## src/design/cftm_pkg.sv

```systemverilog
// Shared constants, codes and helper functions of the card-fed teaching machine.
package cftm_pkg;

  localparam int MEM_WORDS  = 100;
  localparam int CARD_WORDS = 10;

  localparam int WORD_W    = 32;
  localparam int CTR_OUT_W = 7;
  localparam int DEC_W     = 8;
  localparam int ADDR_W    = $clog2(MEM_WORDS);
  localparam int BASE_W    = $clog2(MEM_WORDS + 1);
  localparam int PTR_W     = $clog2(CARD_WORDS + 1);
  localparam int SUM_W     = $clog2(MEM_WORDS + CARD_WORDS + 1);

  typedef enum logic [1:0] {
    ACT_JOB  = 2'd0,
    ACT_PROG = 2'd1,
    ACT_STEP = 2'd2,
    ACT_DATA = 2'd3
  } action_t;

  typedef enum logic [2:0] {
    ST_OK           = 3'd0,
    ST_NEED_DATA    = 3'd1,
    ST_OUTPUT       = 3'd2,
    ST_HALTED       = 3'd3,
    ST_MEM_EXCEEDED = 3'd4,
    ST_BAD_ADDR     = 3'd5,
    ST_OUT_OF_DATA  = 3'd6,
    ST_BAD_ACTION   = 3'd7
  } status_t;

  localparam logic [7:0] CH_B    = 8'h42;
  localparam logic [7:0] CH_C    = 8'h43;
  localparam logic [7:0] CH_D    = 8'h44;
  localparam logic [7:0] CH_G    = 8'h47;
  localparam logic [7:0] CH_H    = 8'h48;
  localparam logic [7:0] CH_L    = 8'h4C;
  localparam logic [7:0] CH_P    = 8'h50;
  localparam logic [7:0] CH_R    = 8'h52;
  localparam logic [7:0] CH_S    = 8'h53;
  localparam logic [7:0] CH_T    = 8'h54;
  localparam logic [7:0] CH_ZERO = 8'h30;
  localparam logic [7:0] CH_NINE = 8'h39;

  function automatic logic is_digit(input logic [7:0] c);
    return c inside {[CH_ZERO:CH_NINE]};
  endfunction

  // One bit per non-zero character, first character in the top bit.
  function automatic logic [3:0] byte_mask_of(input logic [WORD_W-1:0] w);
    logic [3:0] m;
    m[3] = (w[31:24] != 8'd0);
    m[2] = (w[23:16] != 8'd0);
    m[1] = (w[15:8]  != 8'd0);
    m[0] = (w[7:0]   != 8'd0);
    return m;
  endfunction

endpackage

```

## src/design/cftm_if.sv

```systemverilog
// Command and response channel interfaces of the card-fed teaching machine.
interface cftm_in_if;
  logic                           valid;
  logic                           ready;
  cftm_pkg::action_t              action;
  logic [cftm_pkg::WORD_W-1:0]    word;
  logic                           card_end;
  logic                           no_data;

  modport source (output valid, output action, output word, output card_end,
                  output no_data, input ready);
  modport sink   (input valid, input action, input word, input card_end,
                  input no_data, output ready);
endinterface

interface cftm_out_if;
  logic                            valid;
  logic                            ready;
  cftm_pkg::status_t               status;
  logic [cftm_pkg::WORD_W-1:0]     out_word;
  logic [3:0]                      byte_mask;
  logic                            last;
  logic [cftm_pkg::CTR_OUT_W-1:0]  counter_now;

  modport source (output valid, output status, output out_word, output byte_mask,
                  output last, output counter_now, input ready);
  modport sink   (input valid, input status, input out_word, input byte_mask,
                  input last, input counter_now, output ready);
endinterface

```

## src/design/cftm_ram.sv

```systemverilog
// Generic single-port-write, single-port-read RAM with a registered read.
module cftm_ram #(
  parameter int WIDTH = 32,
  parameter int DEPTH = 100
) (
  input  logic                     clk,
  input  logic                     we,
  input  logic [$clog2(DEPTH)-1:0] waddr,
  input  logic [WIDTH-1:0]         wdata,
  input  logic [$clog2(DEPTH)-1:0] raddr,
  output logic [WIDTH-1:0]         rdata
);

  logic [WIDTH-1:0] mem [DEPTH];

  always_ff @(posedge clk) begin
    if (we) begin
      mem[waddr] <= wdata;
    end
    rdata <= mem[raddr];
  end

endmodule

```

## src/design/card_fed_teaching_machine_core.sv

```systemverilog
// Top level of the card-fed teaching machine: sequencer around the main store.
//
// The block takes command items on the cmd channel and returns result items on
// the rsp channel, both valid/ready. An item moves when valid and ready are high
// at a rising edge. Each command gives one result item, except a print step
// (PD), which gives one item for each word of a card, the final one with last.
//
// A job start, a program word or a data word is accepted in the idle state and
// passes to the result state, which loads the result register once it is
// free; the next command is then taken in the idle state. For a step, the
// instruction word is read from the store while the block waits for a command,
// decoded in the fetch cycle and answered from the result state. LR and CR
// need a second read of the store, through the operand states OPA and OPD.
// A print step reads each word of a card in PRD and hands it on from PWT once
// the result register is free, then moves to the next word.
//
// The result register parts the two channels: a new command is accepted while
// an earlier result still waits, and the sequencer stalls only when it has a
// fresh result and the register is still full. A stalled receiver thus holds
// the block at its next result and no item is lost.
//
// Reset (rst, synchronous) and a job start both clear all machine state. The
// store is cleared at once through a valid bit per word: a word never written
// since then reads as zero, so no clearing pass is needed.
module card_fed_teaching_machine_core (
  input  logic          clk,
  input  logic          rst,
  cftm_in_if.sink       cmd,
  cftm_out_if.source    rsp
);

  import cftm_pkg::*;

  typedef enum logic [6:0] {
    S_IDLE  = 7'b0000001,
    S_FETCH = 7'b0000010,
    S_OPA   = 7'b0000100,
    S_OPD   = 7'b0001000,
    S_PRD   = 7'b0010000,
    S_PWT   = 7'b0100000,
    S_RESP  = 7'b1000000
  } state_t;

  state_t state;

  // Machine state.
  logic [WORD_W-1:0]  general_reg;
  logic               toggle_flag;
  logic [ADDR_W-1:0]  instr_counter;
  logic [PTR_W-1:0]   load_ptr;
  logic [BASE_W-1:0]  card_base;
  logic               await_data;
  logic [ADDR_W-1:0]  read_base;
  logic [PTR_W-1:0]   read_index;
  logic               halted;

  // Sequencer working registers.
  logic [ADDR_W-1:0]  op_addr;
  logic               op_is_cr;
  logic [ADDR_W-1:0]  pbase;
  logic [PTR_W-1:0]   pidx;
  status_t            resp_status;

  // Store and its valid bits.
  logic [MEM_WORDS-1:0] valid;
  logic                 rd_vld;
  logic                 ram_we;
  logic [ADDR_W-1:0]    ram_waddr;
  logic [WORD_W-1:0]    ram_wdata;
  logic [ADDR_W-1:0]    ram_raddr;
  logic [WORD_W-1:0]    ram_rdata;
  logic [WORD_W-1:0]    mem_word;

  logic cmd_acc;
  logic out_free;

  assign cmd.ready = (state == S_IDLE);
  assign cmd_acc   = cmd.valid && cmd.ready;
  assign out_free  = !rsp.valid || rsp.ready;

  cftm_ram #(
    .WIDTH (WORD_W),
    .DEPTH (MEM_WORDS)
  ) u_store (
    .clk   (clk),
    .we    (ram_we),
    .waddr (ram_waddr),
    .wdata (ram_wdata),
    .raddr (ram_raddr),
    .rdata (ram_rdata)
  );

  assign mem_word = rd_vld ? ram_rdata : '0;

  // Read address. While idle the store is read at the instruction counter, so
  // the instruction word is ready in the fetch cycle that follows a step. A
  // print keeps its address while it waits, so a stalled word is read again.
  always_comb begin
    case (state)
      S_OPA:        ram_raddr = op_addr;
      S_PRD, S_PWT: ram_raddr = ADDR_W'(SUM_W'(pbase) + SUM_W'(pidx));
      default:      ram_raddr = instr_counter;
    endcase
  end

  // Instruction decode of the word read in the fetch cycle.
  logic [7:0]       op0, op1, d1, d0;
  logic [DEC_W-1:0] dv1, dv0, tens, full;
  logic             is_gdpd, is_reg, gp_bad, rg_bad;
  logic [ADDR_W-1:0] ctr_inc;

  always_comb begin
    op0  = mem_word[31:24];
    op1  = mem_word[23:16];
    d1   = mem_word[15:8];
    d0   = mem_word[7:0];
    dv1  = d1 - CH_ZERO;
    dv0  = d0 - CH_ZERO;
    tens = (dv1 << 3) + (dv1 << 1);
    full = tens + dv0;
    is_gdpd = ((op0 == CH_G) || (op0 == CH_P)) && (op1 == CH_D);
    is_reg  = (((op0 == CH_L) || (op0 == CH_S) || (op0 == CH_C)) && (op1 == CH_R)) ||
              ((op0 == CH_B) && (op1 == CH_T));
    gp_bad  = !is_digit(d1) || ((tens + DEC_W'(CARD_WORDS)) > DEC_W'(MEM_WORDS));
    rg_bad  = !is_digit(d1) || !is_digit(d0) || (full >= DEC_W'(MEM_WORDS));
    ctr_inc = (instr_counter == ADDR_W'(MEM_WORDS - 1)) ? '0 : instr_counter + 1'b1;
  end

  // Addresses of program and data words.
  logic [SUM_W-1:0] prog_addr, data_addr, base_adv;

  assign prog_addr = SUM_W'(card_base) + SUM_W'(load_ptr);
  assign data_addr = SUM_W'(read_base) + SUM_W'(read_index);
  assign base_adv  = SUM_W'(card_base) + SUM_W'(CARD_WORDS);

  // Single write port: card words while idle, SR in the fetch cycle.
  always_comb begin
    ram_we    = 1'b0;
    ram_waddr = ADDR_W'(prog_addr);
    ram_wdata = cmd.word;
    if (cmd_acc && (cmd.action == ACT_PROG)) begin
      ram_we = (SUM_W'(card_base) < SUM_W'(MEM_WORDS)) &&
               (load_ptr < PTR_W'(CARD_WORDS)) && (prog_addr < SUM_W'(MEM_WORDS));
    end else if (cmd_acc && (cmd.action == ACT_DATA)) begin
      ram_waddr = ADDR_W'(data_addr);
      ram_we    = await_data && !cmd.no_data && (read_index < PTR_W'(CARD_WORDS)) &&
                  (data_addr < SUM_W'(MEM_WORDS));
    end else if ((state == S_FETCH) && !is_gdpd && is_reg && !rg_bad &&
                 (op0 == CH_S)) begin
      ram_waddr = ADDR_W'(full);
      ram_wdata = general_reg;
      ram_we    = 1'b1;
    end
  end

  // Valid bits: a job start forgets every word at once.
  always_ff @(posedge clk) begin
    if (rst || (cmd_acc && (cmd.action == ACT_JOB))) begin
      valid <= '0;
    end else if (ram_we) begin
      valid[ram_waddr] <= 1'b1;
    end
    rd_vld <= valid[ram_raddr];
  end

  // Sequencer and machine state. Accesses to the store never overlap on one
  // word: each write lands before the next read is issued.
  always_ff @(posedge clk) begin
    if (rst) begin
      state         <= S_IDLE;
      general_reg   <= '0;
      toggle_flag   <= 1'b0;
      instr_counter <= '0;
      load_ptr      <= '0;
      card_base     <= '0;
      await_data    <= 1'b0;
      read_base     <= '0;
      read_index    <= '0;
      halted        <= 1'b0;
      resp_status   <= ST_OK;
    end else begin
      case (state)
        S_IDLE: begin
          if (cmd_acc) begin
            state <= S_RESP;
            case (cmd.action)
              ACT_JOB: begin
                general_reg   <= '0;
                toggle_flag   <= 1'b0;
                instr_counter <= '0;
                load_ptr      <= '0;
                card_base     <= '0;
                await_data    <= 1'b0;
                read_base     <= '0;
                read_index    <= '0;
                halted        <= 1'b0;
                resp_status   <= ST_OK;
              end
              ACT_PROG: begin
                if (SUM_W'(card_base) >= SUM_W'(MEM_WORDS)) begin
                  resp_status <= ST_MEM_EXCEEDED;
                end else begin
                  resp_status <= ST_OK;
                  if (cmd.card_end) begin
                    load_ptr  <= '0;
                    card_base <= (base_adv > SUM_W'(MEM_WORDS)) ?
                                 BASE_W'(MEM_WORDS) : BASE_W'(base_adv);
                  end else if (load_ptr < PTR_W'(CARD_WORDS)) begin
                    load_ptr <= load_ptr + 1'b1;
                  end
                end
              end
              ACT_STEP: begin
                if (halted) begin
                  resp_status <= ST_HALTED;
                end else if (await_data) begin
                  resp_status <= ST_NEED_DATA;
                end else begin
                  state <= S_FETCH;
                end
              end
              default: begin
                // Data word.
                if (!await_data) begin
                  resp_status <= ST_BAD_ACTION;
                end else if (cmd.no_data) begin
                  await_data  <= 1'b0;
                  resp_status <= ST_OUT_OF_DATA;
                end else begin
                  if (read_index < PTR_W'(CARD_WORDS)) begin
                    read_index <= read_index + 1'b1;
                  end
                  if (cmd.card_end) begin
                    await_data  <= 1'b0;
                    resp_status <= ST_OK;
                  end else begin
                    resp_status <= ST_NEED_DATA;
                  end
                end
              end
            endcase
          end
        end
        S_FETCH: begin
          instr_counter <= ctr_inc;
          state         <= S_RESP;
          resp_status   <= ST_OK;
          if (is_gdpd) begin
            if (gp_bad) begin
              resp_status <= ST_BAD_ADDR;
            end else if (op0 == CH_G) begin
              await_data  <= 1'b1;
              read_base   <= ADDR_W'(tens);
              read_index  <= '0;
              resp_status <= ST_NEED_DATA;
            end else begin
              pbase <= ADDR_W'(tens);
              pidx  <= '0;
              state <= S_PRD;
            end
          end else if (is_reg) begin
            if (rg_bad) begin
              resp_status <= ST_BAD_ADDR;
            end else if ((op0 == CH_L) || (op0 == CH_C)) begin
              op_addr  <= ADDR_W'(full);
              op_is_cr <= (op0 == CH_C);
              state    <= S_OPA;
            end else if ((op0 == CH_B) && toggle_flag) begin
              instr_counter <= ADDR_W'(full);
            end
          end else if (op0 == CH_H) begin
            halted      <= 1'b1;
            resp_status <= ST_HALTED;
          end
        end
        S_OPA: begin
          state <= S_OPD;
        end
        S_OPD: begin
          if (op_is_cr) begin
            toggle_flag <= (general_reg == mem_word);
          end else begin
            general_reg <= mem_word;
          end
          resp_status <= ST_OK;
          state       <= S_RESP;
        end
        S_PRD: begin
          state <= S_PWT;
        end
        S_PWT: begin
          if (out_free) begin
            if (pidx == PTR_W'(CARD_WORDS - 1)) begin
              state <= S_IDLE;
            end else begin
              pidx  <= pidx + 1'b1;
              state <= S_PRD;
            end
          end
        end
        S_RESP: begin
          if (out_free) begin
            state <= S_IDLE;
          end
        end
        default: begin
          state <= S_IDLE;
        end
      endcase
    end
  end

  // Result register.
  always_ff @(posedge clk) begin
    if (rst) begin
      rsp.valid <= 1'b0;
    end else if ((state == S_RESP) && out_free) begin
      rsp.valid <= 1'b1;
    end else if ((state == S_PWT) && out_free) begin
      rsp.valid <= 1'b1;
    end else if (rsp.ready) begin
      rsp.valid <= 1'b0;
    end
  end

  always_ff @(posedge clk) begin
    if ((state == S_RESP) && out_free) begin
      rsp.status      <= resp_status;
      rsp.out_word    <= '0;
      rsp.byte_mask   <= '0;
      rsp.last        <= 1'b1;
      rsp.counter_now <= CTR_OUT_W'(instr_counter);
    end else if ((state == S_PWT) && out_free) begin
      rsp.status      <= ST_OUTPUT;
      rsp.out_word    <= mem_word;
      rsp.byte_mask   <= byte_mask_of(mem_word);
      rsp.last        <= (pidx == PTR_W'(CARD_WORDS - 1));
      rsp.counter_now <= CTR_OUT_W'(instr_counter);
    end
  end

  // The machine can never be halted and waiting for data at once.
  a_halt_await_exclusive: assert property (@(posedge clk) disable iff (rst)
    !(halted && await_data))
    else $error("halted and await_data set together");

  // The instruction counter stays inside the store.
  a_counter_in_range: assert property (@(posedge clk) disable iff (rst)
    SUM_W'(instr_counter) < SUM_W'(MEM_WORDS))
    else $error("instruction counter past the store");

  // The print index stays within one card while printing.
  a_print_index: assert property (@(posedge clk) disable iff (rst)
    ((state == S_PRD) || (state == S_PWT)) |-> (pidx < PTR_W'(CARD_WORDS)))
    else $error("print index past the card");

  // A step on a running machine goes to the fetch cycle.
  a_step_fetches: assert property (@(posedge clk) disable iff (rst)
    (cmd_acc && (cmd.action == ACT_STEP) && !halted && !await_data)
      |=> (state == S_FETCH))
    else $error("step did not fetch");

  // The card base never passes the end of the store.
  a_card_base: assert property (@(posedge clk) disable iff (rst)
    SUM_W'(card_base) <= SUM_W'(MEM_WORDS))
    else $error("card base past the store");

endmodule
```

## src/flat_wrapper.sv

```systemverilog
// flat-port wrapper written by rule: the top's interface ports become plain ports
module card_fed_teaching_machine_core_flat import cftm_pkg::*;
  (clk, rst, cmd_valid, cmd_action, cmd_word, cmd_card_end, cmd_no_data, cmd_ready, rsp_valid, rsp_status, rsp_out_word, rsp_byte_mask, rsp_last, rsp_counter_now, rsp_ready);
  cftm_in_if cmd_i ();
  cftm_out_if rsp_i ();
  input  logic clk;
  input  logic rst;
  input wire logic [$bits(cmd_i.valid)-1:0] cmd_valid;
  input wire logic [$bits(cmd_i.action)-1:0] cmd_action;
  input wire logic [$bits(cmd_i.word)-1:0] cmd_word;
  input wire logic [$bits(cmd_i.card_end)-1:0] cmd_card_end;
  input wire logic [$bits(cmd_i.no_data)-1:0] cmd_no_data;
  output wire logic [$bits(cmd_i.ready)-1:0] cmd_ready;
  output wire logic [$bits(rsp_i.valid)-1:0] rsp_valid;
  output wire logic [$bits(rsp_i.status)-1:0] rsp_status;
  output wire logic [$bits(rsp_i.out_word)-1:0] rsp_out_word;
  output wire logic [$bits(rsp_i.byte_mask)-1:0] rsp_byte_mask;
  output wire logic [$bits(rsp_i.last)-1:0] rsp_last;
  output wire logic [$bits(rsp_i.counter_now)-1:0] rsp_counter_now;
  input wire logic [$bits(rsp_i.ready)-1:0] rsp_ready;
  assign cmd_i.valid = cmd_valid;
  assign cmd_i.action = cmd_action;
  assign cmd_i.word = cmd_word;
  assign cmd_i.card_end = cmd_card_end;
  assign cmd_i.no_data = cmd_no_data;
  assign cmd_ready = cmd_i.ready;
  assign rsp_valid = rsp_i.valid;
  assign rsp_status = rsp_i.status;
  assign rsp_out_word = rsp_i.out_word;
  assign rsp_byte_mask = rsp_i.byte_mask;
  assign rsp_last = rsp_i.last;
  assign rsp_counter_now = rsp_i.counter_now;
  assign rsp_i.ready = rsp_ready;
  card_fed_teaching_machine_core u_core (.clk(clk), .rst(rst), .cmd(cmd_i), .rsp(rsp_i));
endmodule
```

## config.mk

```make
export PLATFORM = sky130hd
export DESIGN_NAME = card_fed_teaching_machine_core_flat
export DESIGN_NICKNAME = d
export VERILOG_FILES = /design/src/design/cftm_pkg.sv /design/src/design/cftm_if.sv /design/src/design/cftm_ram.sv /design/src/design/card_fed_teaching_machine_core.sv /design/src/flat_wrapper.sv
export SDC_FILE = /design/constraint.sdc
export NUM_CORES = 2
export LEC_CHECK = 0
export BUFFER_PORTS_ARGS = -buffer_cell sky130_fd_sc_hd__clkbuf_2
export CAP_MARGIN = 15
export CELL_PAD_IN_SITES_DETAIL_PLACEMENT = 2
export CELL_PAD_IN_SITES_GLOBAL_PLACEMENT = 2
export CORE_ASPECT_RATIO = 0.8
export CORE_MARGIN = 10
export CORE_UTILIZATION = 33
export CTS_CLUSTER_SIZE = 40
export DETAILED_ROUTE_END_ITERATION = 7
export MAX_ROUTING_LAYER = met4
export PLACE_DENSITY = 0.6
export SLEW_MARGIN = 20
export SYNTH_ARGS = -nofsm -noshare
export SYNTH_HDL_FRONTEND = slang
export SYNTH_HIERARCHICAL = 1
export SYNTH_SLANG_ARGS = --single-unit
```

## constraint.sdc

```tcl
create_clock -name clk -period 13.95 [get_ports clk]
set_input_delay 2.79 -clock clk [delete_from_list [all_inputs] [get_ports clk]]
set_output_delay 2.79 -clock clk [all_outputs]
set_load 0.02 [all_outputs]
```

=== Word level (Yosys, flattened, before mapping) ===
Memories as Yosys holds them, arrays and structs flattened. A register that Yosys moved wholly into a read port is not among the register bits.
Index checks and enable logic that the tools add are counted.

* Mux-type cells: 110
* Reductions and logical operators: 66
* Divide/modulo/power cells: 0
* $mul: 0
* Bitwise logic cells: 6
* Add/subtract/negate cells: 13
* Equality and inequality tests: 45
* Magnitude comparators: 16
* Shift-type cells: 0

{| class="wikitable"
|+ Operators by type and width
! kind !! count
|-
| 32-bit 2-to-1 mux || 7
|-
| 7-bit 2-to-1 mux || 31
|-
| 100-bit bitwise OR || 1
|-
| 8-bit by 7-bit == test with 1-bit output (second input constant) || 10
|-
| 32-bit case mux with 2 select lines || 1
|-
| 4-bit 2-to-1 mux || 15
|-
| 7-bit case mux with 2 select lines || 4
|-
| 7-bit case mux with 7 select lines || 1
|-
| 3-bit 2-to-1 mux || 12
|-
| 32-bit == test || 1
|-
| 4-bit case mux with 2 select lines || 4
|-
| 8-bit nonzero test || 4
|-
| 2-bit inequality test (second input constant) || 13
|-
| 1-bit 2-to-1 mux || 25
|-
| 6-bit AND reduction || 4
|-
| 1-bit logical AND || 22
|-
| 7-bit by 4-bit adder with 7-bit output || 3
|-
| 7-bit less-than comparator (second input constant) || 3
|-
| 3-bit case mux with 3 select lines || 2
|-
| 8-bit adder || 2
|-
| 8-bit by 6-bit >= comparator with 1-bit output (second input constant) || 2
|-
| 8-bit by 6-bit less-or-equal comparator with 1-bit output (second input constant) || 2
|-
| 7-bit by 8-bit less-than comparator with 1-bit output (second input constant) || 2
|-
| 5-bit AND reduction || 3
|-
| 41 further kinds || 82
|}

* ROM bits: 0
* Memories: 1
* Word-level logic and storage cells: 280
* Flip-flop bits (word level): 242
* Latch bits: 0
* RAM bits: 3,200

{| class="wikitable"
|+ Memories
! name !! words !! width !! read ports !! clocked after Yosys merged registers in !! write ports !! RTL line !! source
|-
| u_core.u_store.mem || 100 || 32 || 1 || 1 || 1 || cftm_ram.sv:14 || <nowiki>logic [WIDTH-1:0] mem [DEPTH];</nowiki>
|}

=== Longest topological paths before layout ===
* Depth in word-level cells: 17
* Mapped depth: 26

=== Hierarchy ===
Netlist, hierarchy kept.

{| class="wikitable"
|+ By module, submodules not included
! module !! sequential area each (um2) !! instances !! cells an instance !! area an instance (um2)
|-
| cftm_ram || 96,732.8 || 1 || 5,217 || 122,830.3
|-
| card_fed_teaching_machine_core || 5,064.9 || 1 || 1,649 || 13,411.6
|}

=== Least setup slack after synthesis ===
Ideal clock, no wire load.

* Path kind: register to register
* From: register u_core.rd_vld
* To: memory u_core.u_store.mem[80][0] (enable)
* Period minus slack after synthesis: 8.044 ns
* Path buffers: 7
* Stages on the path, launching flop included: 26
* Arrival: 7.583 ns
* Slack: 5.906 ns
* Library setup time: 0.461 ns
* Data required time: 13.489 ns
* Path through: dfxtp_1 buf_4 buf_4 clkbuf_1 clkbuf_1 clkbuf_1 nand2_1 ha_1 ha_1 nor3_1 or2_2 inv_1 ha_1 inv_1 ha_1 xnor2_1 a311o_1 buf_1 nor2_1 a21oi_1 a211o_1 inv_2 buf_4 nor2b_1 nand4b_1 nor3_1

{| class="wikitable"
|+ RTL lines
! what !! RTL line !! source
|-
| from (decl) || card_fed_teaching_machine_core.sv:66 || <nowiki>logic rd_vld;</nowiki>
|-
| from (signal assigned) || card_fed_teaching_machine_core.sv:163 || <nowiki>rd_vld <= valid[ram_raddr];</nowiki>
|-
| 32-bit 2-to-1 mux (*) || card_fed_teaching_machine_core.sv:93 || <nowiki>assign mem_word = rd_vld ? ram_rdata : '0;</nowiki>
|-
| 7-bit by 6-bit subtractor with 7-bit output (*) || card_fed_teaching_machine_core.sv:117 || <nowiki>dv1 = d1 - CH_ZERO;</nowiki>
|-
| 8-bit adder (*) || card_fed_teaching_machine_core.sv:119 || <nowiki>tens = (dv1 << 3) + (dv1 << 1);</nowiki>
|-
| named net u_core.tens[6] || card_fed_teaching_machine_core.sv:108 || <nowiki>logic [DEC_W-1:0] dv1, dv0, tens, full;</nowiki>
|-
| 8-bit adder (*) || card_fed_teaching_machine_core.sv:120 || <nowiki>full = tens + dv0;</nowiki>
|-
| named net u_core.full[6] || card_fed_teaching_machine_core.sv:108 ||
|-
| 8-bit by 7-bit >= comparator with 1-bit output || card_fed_teaching_machine_core.sv:125 || <nowiki>rg_bad = !is_digit(d1) || !is_digit(d0) || (full >= DEC_W'(MEM_WORDS));</nowiki>
|-
| 1-bit logical OR || card_fed_teaching_machine_core.sv:125 ||
|-
| 1-bit logical NOT || card_fed_teaching_machine_core.sv:148 || <nowiki>end else if ((state == S_FETCH) && !is_gdpd && is_reg && !rg_bad &&</nowiki>
|-
| 1-bit logical AND (2 in series) || card_fed_teaching_machine_core.sv:148 ||
|-
| 7-bit 2-to-1 mux (*) || card_fed_teaching_machine_core.sv:148 ||
|-
| 7-bit 2-to-1 mux (*) || card_fed_teaching_machine_core.sv:144 || <nowiki>end else if (cmd_acc && (cmd.action == ACT_DATA)) begin</nowiki>
|-
| 7-bit 2-to-1 mux (*) || card_fed_teaching_machine_core.sv:141 || <nowiki>if (cmd_acc && (cmd.action == ACT_PROG)) begin</nowiki>
|-
| named net u_core.ram_waddr[6] || card_fed_teaching_machine_core.sv:68 || <nowiki>logic [ADDR_W-1:0] ram_waddr;</nowiki>
|-
| to (decl) || cftm_ram.sv:14 ||
|}

The timed path passes the listed nets; every way through them passes the cells marked *.

=== Worst setup path in the final report ===
* From: register u_core.rd_vld
* To: memory u_core.u_store.mem[32][6] (enable)

* Word-level cells in the longest chain between the ends: 14

{| class="wikitable"
|+ Ends and longest elaborated chain
! what !! RTL line !! source
|-
| 32-bit 2-to-1 mux (*) || card_fed_teaching_machine_core.sv:93 ||
|-
| 7-bit by 6-bit subtractor with 7-bit output (*) || card_fed_teaching_machine_core.sv:117 ||
|-
| named net u_core.dv1[0] || card_fed_teaching_machine_core.sv:108 ||
|-
| 8-bit adder (*) || card_fed_teaching_machine_core.sv:119 ||
|-
| named net u_core.tens[5] || card_fed_teaching_machine_core.sv:108 ||
|-
| 8-bit adder (*) || card_fed_teaching_machine_core.sv:120 ||
|-
| named net u_core.full[6] || card_fed_teaching_machine_core.sv:108 ||
|-
| 8-bit by 7-bit >= comparator with 1-bit output || card_fed_teaching_machine_core.sv:125 ||
|-
| 1-bit logical OR || card_fed_teaching_machine_core.sv:125 ||
|-
| 1-bit logical NOT || card_fed_teaching_machine_core.sv:148 ||
|-
| 1-bit logical AND (2 in series) || card_fed_teaching_machine_core.sv:148 ||
|-
| 1-bit 2-to-1 mux || card_fed_teaching_machine_core.sv:148 ||
|-
| 1-bit 2-to-1 mux || card_fed_teaching_machine_core.sv:144 ||
|-
| 1-bit 2-to-1 mux || card_fed_teaching_machine_core.sv:141 ||
|-
| 1-bit 2-to-1 mux || cftm_ram.sv:17 || <nowiki>if (we) begin</nowiki>
|-
| 1-bit 2-to-1 mux (implied by the code) || cftm_ram.sv:18 || <nowiki>mem[waddr] <= wdata;</nowiki>
|}

Marks and branches as above.

==> impl_metrics.toml <==
[worst_setup_path]
worst-r2r-setup-slack_ns = 5.24
critPathCaptureType = "register"
critical_path_required_ns = 14.53
critical_path.max_stage_delay_ns = 0.77
criticalPathCategory = "register to register"
timing.critical_path.mode_cell = "sky130_fd_sc_hd__ha_1"
setup.worst_path.start_class = "register"
worstPathMaxFanout = 82
crit_arrival_ns = 9.29
timing.critical_path.buf_inv = 5
timing.critical_path.slowest_stage_cell = "sky130_fd_sc_hd__nand2_1"
timing.critical_path.max_delay_family = "simple AND/OR/NAND/NOR gates"
path_cells = "buf_4 -> nand2_1 -> inv_1 -> ha_1 -> ha_1 -> nor2_1 -> o2bb2ai_1 -> ha_1 -> ha_1 -> a21oi_1 -> xnor2_1 -> a311o_1 -> nor3_4 -> buf_4 -> a211o_1 -> inv_2 -> nor2b_1 -> nand2_1 -> nor2_4 -> buf_4"

[clocking]
ctsHtreeMaxLevel = 5
total_cts_buffers = 358
cts.root.buffer_cell = "sky130_fd_sc_hd__clkbuf_16"
cts_max_path_buffers = 4
post_cts_resize_count = 0
insertion_delay_ns = 0.95
clkSlewWorstSetupHoldPaths_ns = 0.07
tritoncts = "built"
ctsHoldBuffers = 0
clock_sink_count = 3471
cts_setup_buffers = 0

[sta]
hold_viol_final = 0
number_of_failing_setup_endpoints_in_the_final_timing_report = 0
layout_min_cycle_time_ns = 8.715
timing.max_slew.rel_slack_pct = 16.92
worst_clock_skew_ns = 0.06287
fin_crit_sh_pct = 62.47
tns_ns = 0
tightestPinTransition_ns = 1.233
rsz0062_at_grt = "no"
fmax_ghz = 0.1147
setup_ws_ns = 5.235
hold-worst-slack_ns = 0.4561
slew_viol_final = 0

[routing]
dr.pass1.iters = 5
drt-vias-per-instance = 5.706
initialDrtViolationCount = 9971
wire_per_inst_um = 36.24
routed-via-count = 74000
routed_wl_um = 470000
antenna_left = 0
drcViolationCount = 0

[floorplan]
chipHeight_um = 594.7
rows = 210
dieWidth_um = 738.4
start_util_pct = 33.22
top_level_ports = 89
floorplan_core_area_mm2 = 0.4102
floorplan.die_area_mm2 = 0.4391

[synthesis]
syn_area_mm2 = 0.1362
synth_cell_type_count = 92
yosys-top-cells-area = "sky130_fd_sc_hd__edfxtp_1, sky130_fd_sc_hd__mux4_2, sky130_fd_sc_hd__dfxtp_1, sky130_fd_sc_hd__mux2i_1, sky130_fd_sc_hd__nand2_1"
synth-seq-area-share_pct = 74.72
synth-edff-count = 3228
yosysWarnings = 6
yosysMostFrequentCell = "sky130_fd_sc_hd__edfxtp_1"
ys_ff_latch = 3471
yosys_most_used_dff = "sky130_fd_sc_hd__edfxtp_1"
mappedNetlistNets = 6947
syn_area_per_cell_um2 = 19.84
ys_async_sr_fraction_pct = 0
number_of_instances_in_the_synthesized_netlist = 6866
synth.largest_area_cell = "sky130_fd_sc_hd__edfxtp_1"
post_synth_most_frequent_cells = "sky130_fd_sc_hd__edfxtp_1, sky130_fd_sc_hd__mux4_2, sky130_fd_sc_hd__nand2_1"
post-synth-top-area-fraction_pct = 71.15

[hold_path]
hold_class = "register to register"

[finish]
final_cell_count_no_fill = 12970
area.growth.synth_to_final_pct = 14.75
drive_above_1_share_pct = 25.29
post-route-cell-area_mm2 = 0.1563
reg.largest.list = "u_core/u_store/mem (3200), u_core/valid (100)"
regMostFlops = "u_core/u_store/mem"
num-nets-final = 7227
largest_reg_flops = 3200

[global_routing]
initial_antenna_violation_count = 46
grt_max_degree = 103
grt.overflow.total = 0
grt_pass1_wl_um = 649900
grt.total_usage_pct = 21.32
grt_pass1_vias = 75470

[place]
place_congestion = 0.8861
placedCellCount = 12270
portBuffers = 88
pre_cts_slack_ns = 5.137
postPlaceCellArea_mm2 = 0.1447
final_hpwl_from_detailed_placement_um = 294200

[run_status]
status = "finished, final reports clean"

[run]
maxCapViolations = 0

[power]
p_leak_uw = 0.04682
worst_vdd_rail_ir_drop_mv = 0.09973
power-per-cell-area_mw_per_mm2 = 139.1
[metal layers]
layer	up-vias	part of all wire [%]	global-route usage (%)
met5	-	0	-
met4	0	3.2	6.011
met3	592	7.7	3.346
met2	3143	45	31.50
met1	41190	44	30.56
li1	29070	-	-
[worst paths after layout]
check,startpoint,endpoint,depth (start not counted)
setup / recovery,u_core/rd_vld,u_core/u_store/mem[32][6],20
hold / removal,u_core/valid[70],u_core/valid[70],2
setup reg to reg,u_core/rd_vld,u_core/u_store/mem[32][6],20
hold reg to reg,u_core/valid[70],u_core/valid[70],2
[per-stage QoR]
step / power, uW / utilization, %
after global routing: 22370 / 38.11
final: 21750 / 38.12
after CTS: 21920 / 37.96
after detailed placement: 12660 / 35.28
after floorplan: 12160 / -
after global placement: 12620 / 35.20
[cell families after synthesis]
family / synth area share, %
fa+ha+maj: 0.4004
buf+inv: 1.604
flops: 74.72
mux: 15.35
compound gates: 4.144
simple gates: 3.429
xor+xnor: 0.3563
[cell usage in the layout (no fill, tap or decap), types with 33 or more instances in the layout]
cell type                      n
sky130_fd_sc_hd__dfxtp_1     242
sky130_fd_sc_hd__nor2_4      100
sky130_fd_sc_hd__clkbuf_2     88
sky130_fd_sc_hd__nor2b_1      37
sky130_fd_sc_hd__nand3_1     127
sky130_fd_sc_hd__nor2_1      195
sky130_fd_sc_hd__mux4_2      840
sky130_fd_sc_hd__a22o_1       71
sky130_fd_sc_hd__clkbuf_1     67
sky130_fd_sc_hd__ha_1         38
sky130_fd_sc_hd__xnor2_1      35
sky130_fd_sc_hd__a31oi_1      33
sky130_fd_sc_hd__clkinv_1     96
sky130_fd_sc_hd__a211oi_1     54
sky130_fd_sc_hd__clkinv_2     64
sky130_fd_sc_hd__a22oi_1     103
sky130_fd_sc_hd__mux2i_1     180
sky130_fd_sc_hd__nand2_1     270
sky130_fd_sc_hd__a21oi_1     162
sky130_fd_sc_hd__edfxtp_1   3228
sky130_fd_sc_hd__o21ai_0     165
sky130_fd_sc_hd__buf_4       186
sky130_fd_sc_hd__clkbuf_16   368
[tightest hold or removal path: stages (launching register included)]
cell and delay (ns):
sky130_fd_sc_hd__dfxtp_1 0.32, sky130_fd_sc_hd__nand2_1 0.05, sky130_fd_sc_hd__o21ai_0 0.06
[power by group]
| part | total, uW | switching [uW] | internal, uW |
|---|---|---|---|
| Sequential | 11500 | 52.8 | 11400 |
| Clock | 9310 | 4130 | 5180 |
| Combinational | 985 | 737 | 248 |
[area by class of cell]
cell class              count  area [um^2]
diodes                     27        67.56
clock buffers             443         9570
clock inverters           200         1448
fillers                 38940       253800
inverters                  46        200.2
multi-input cells        2945        33420
flip-flops and latches   3471       101800
well taps                5512         6897
repair buffers            324         2935
Note: power is estimated with default switching activity, not from simulation.
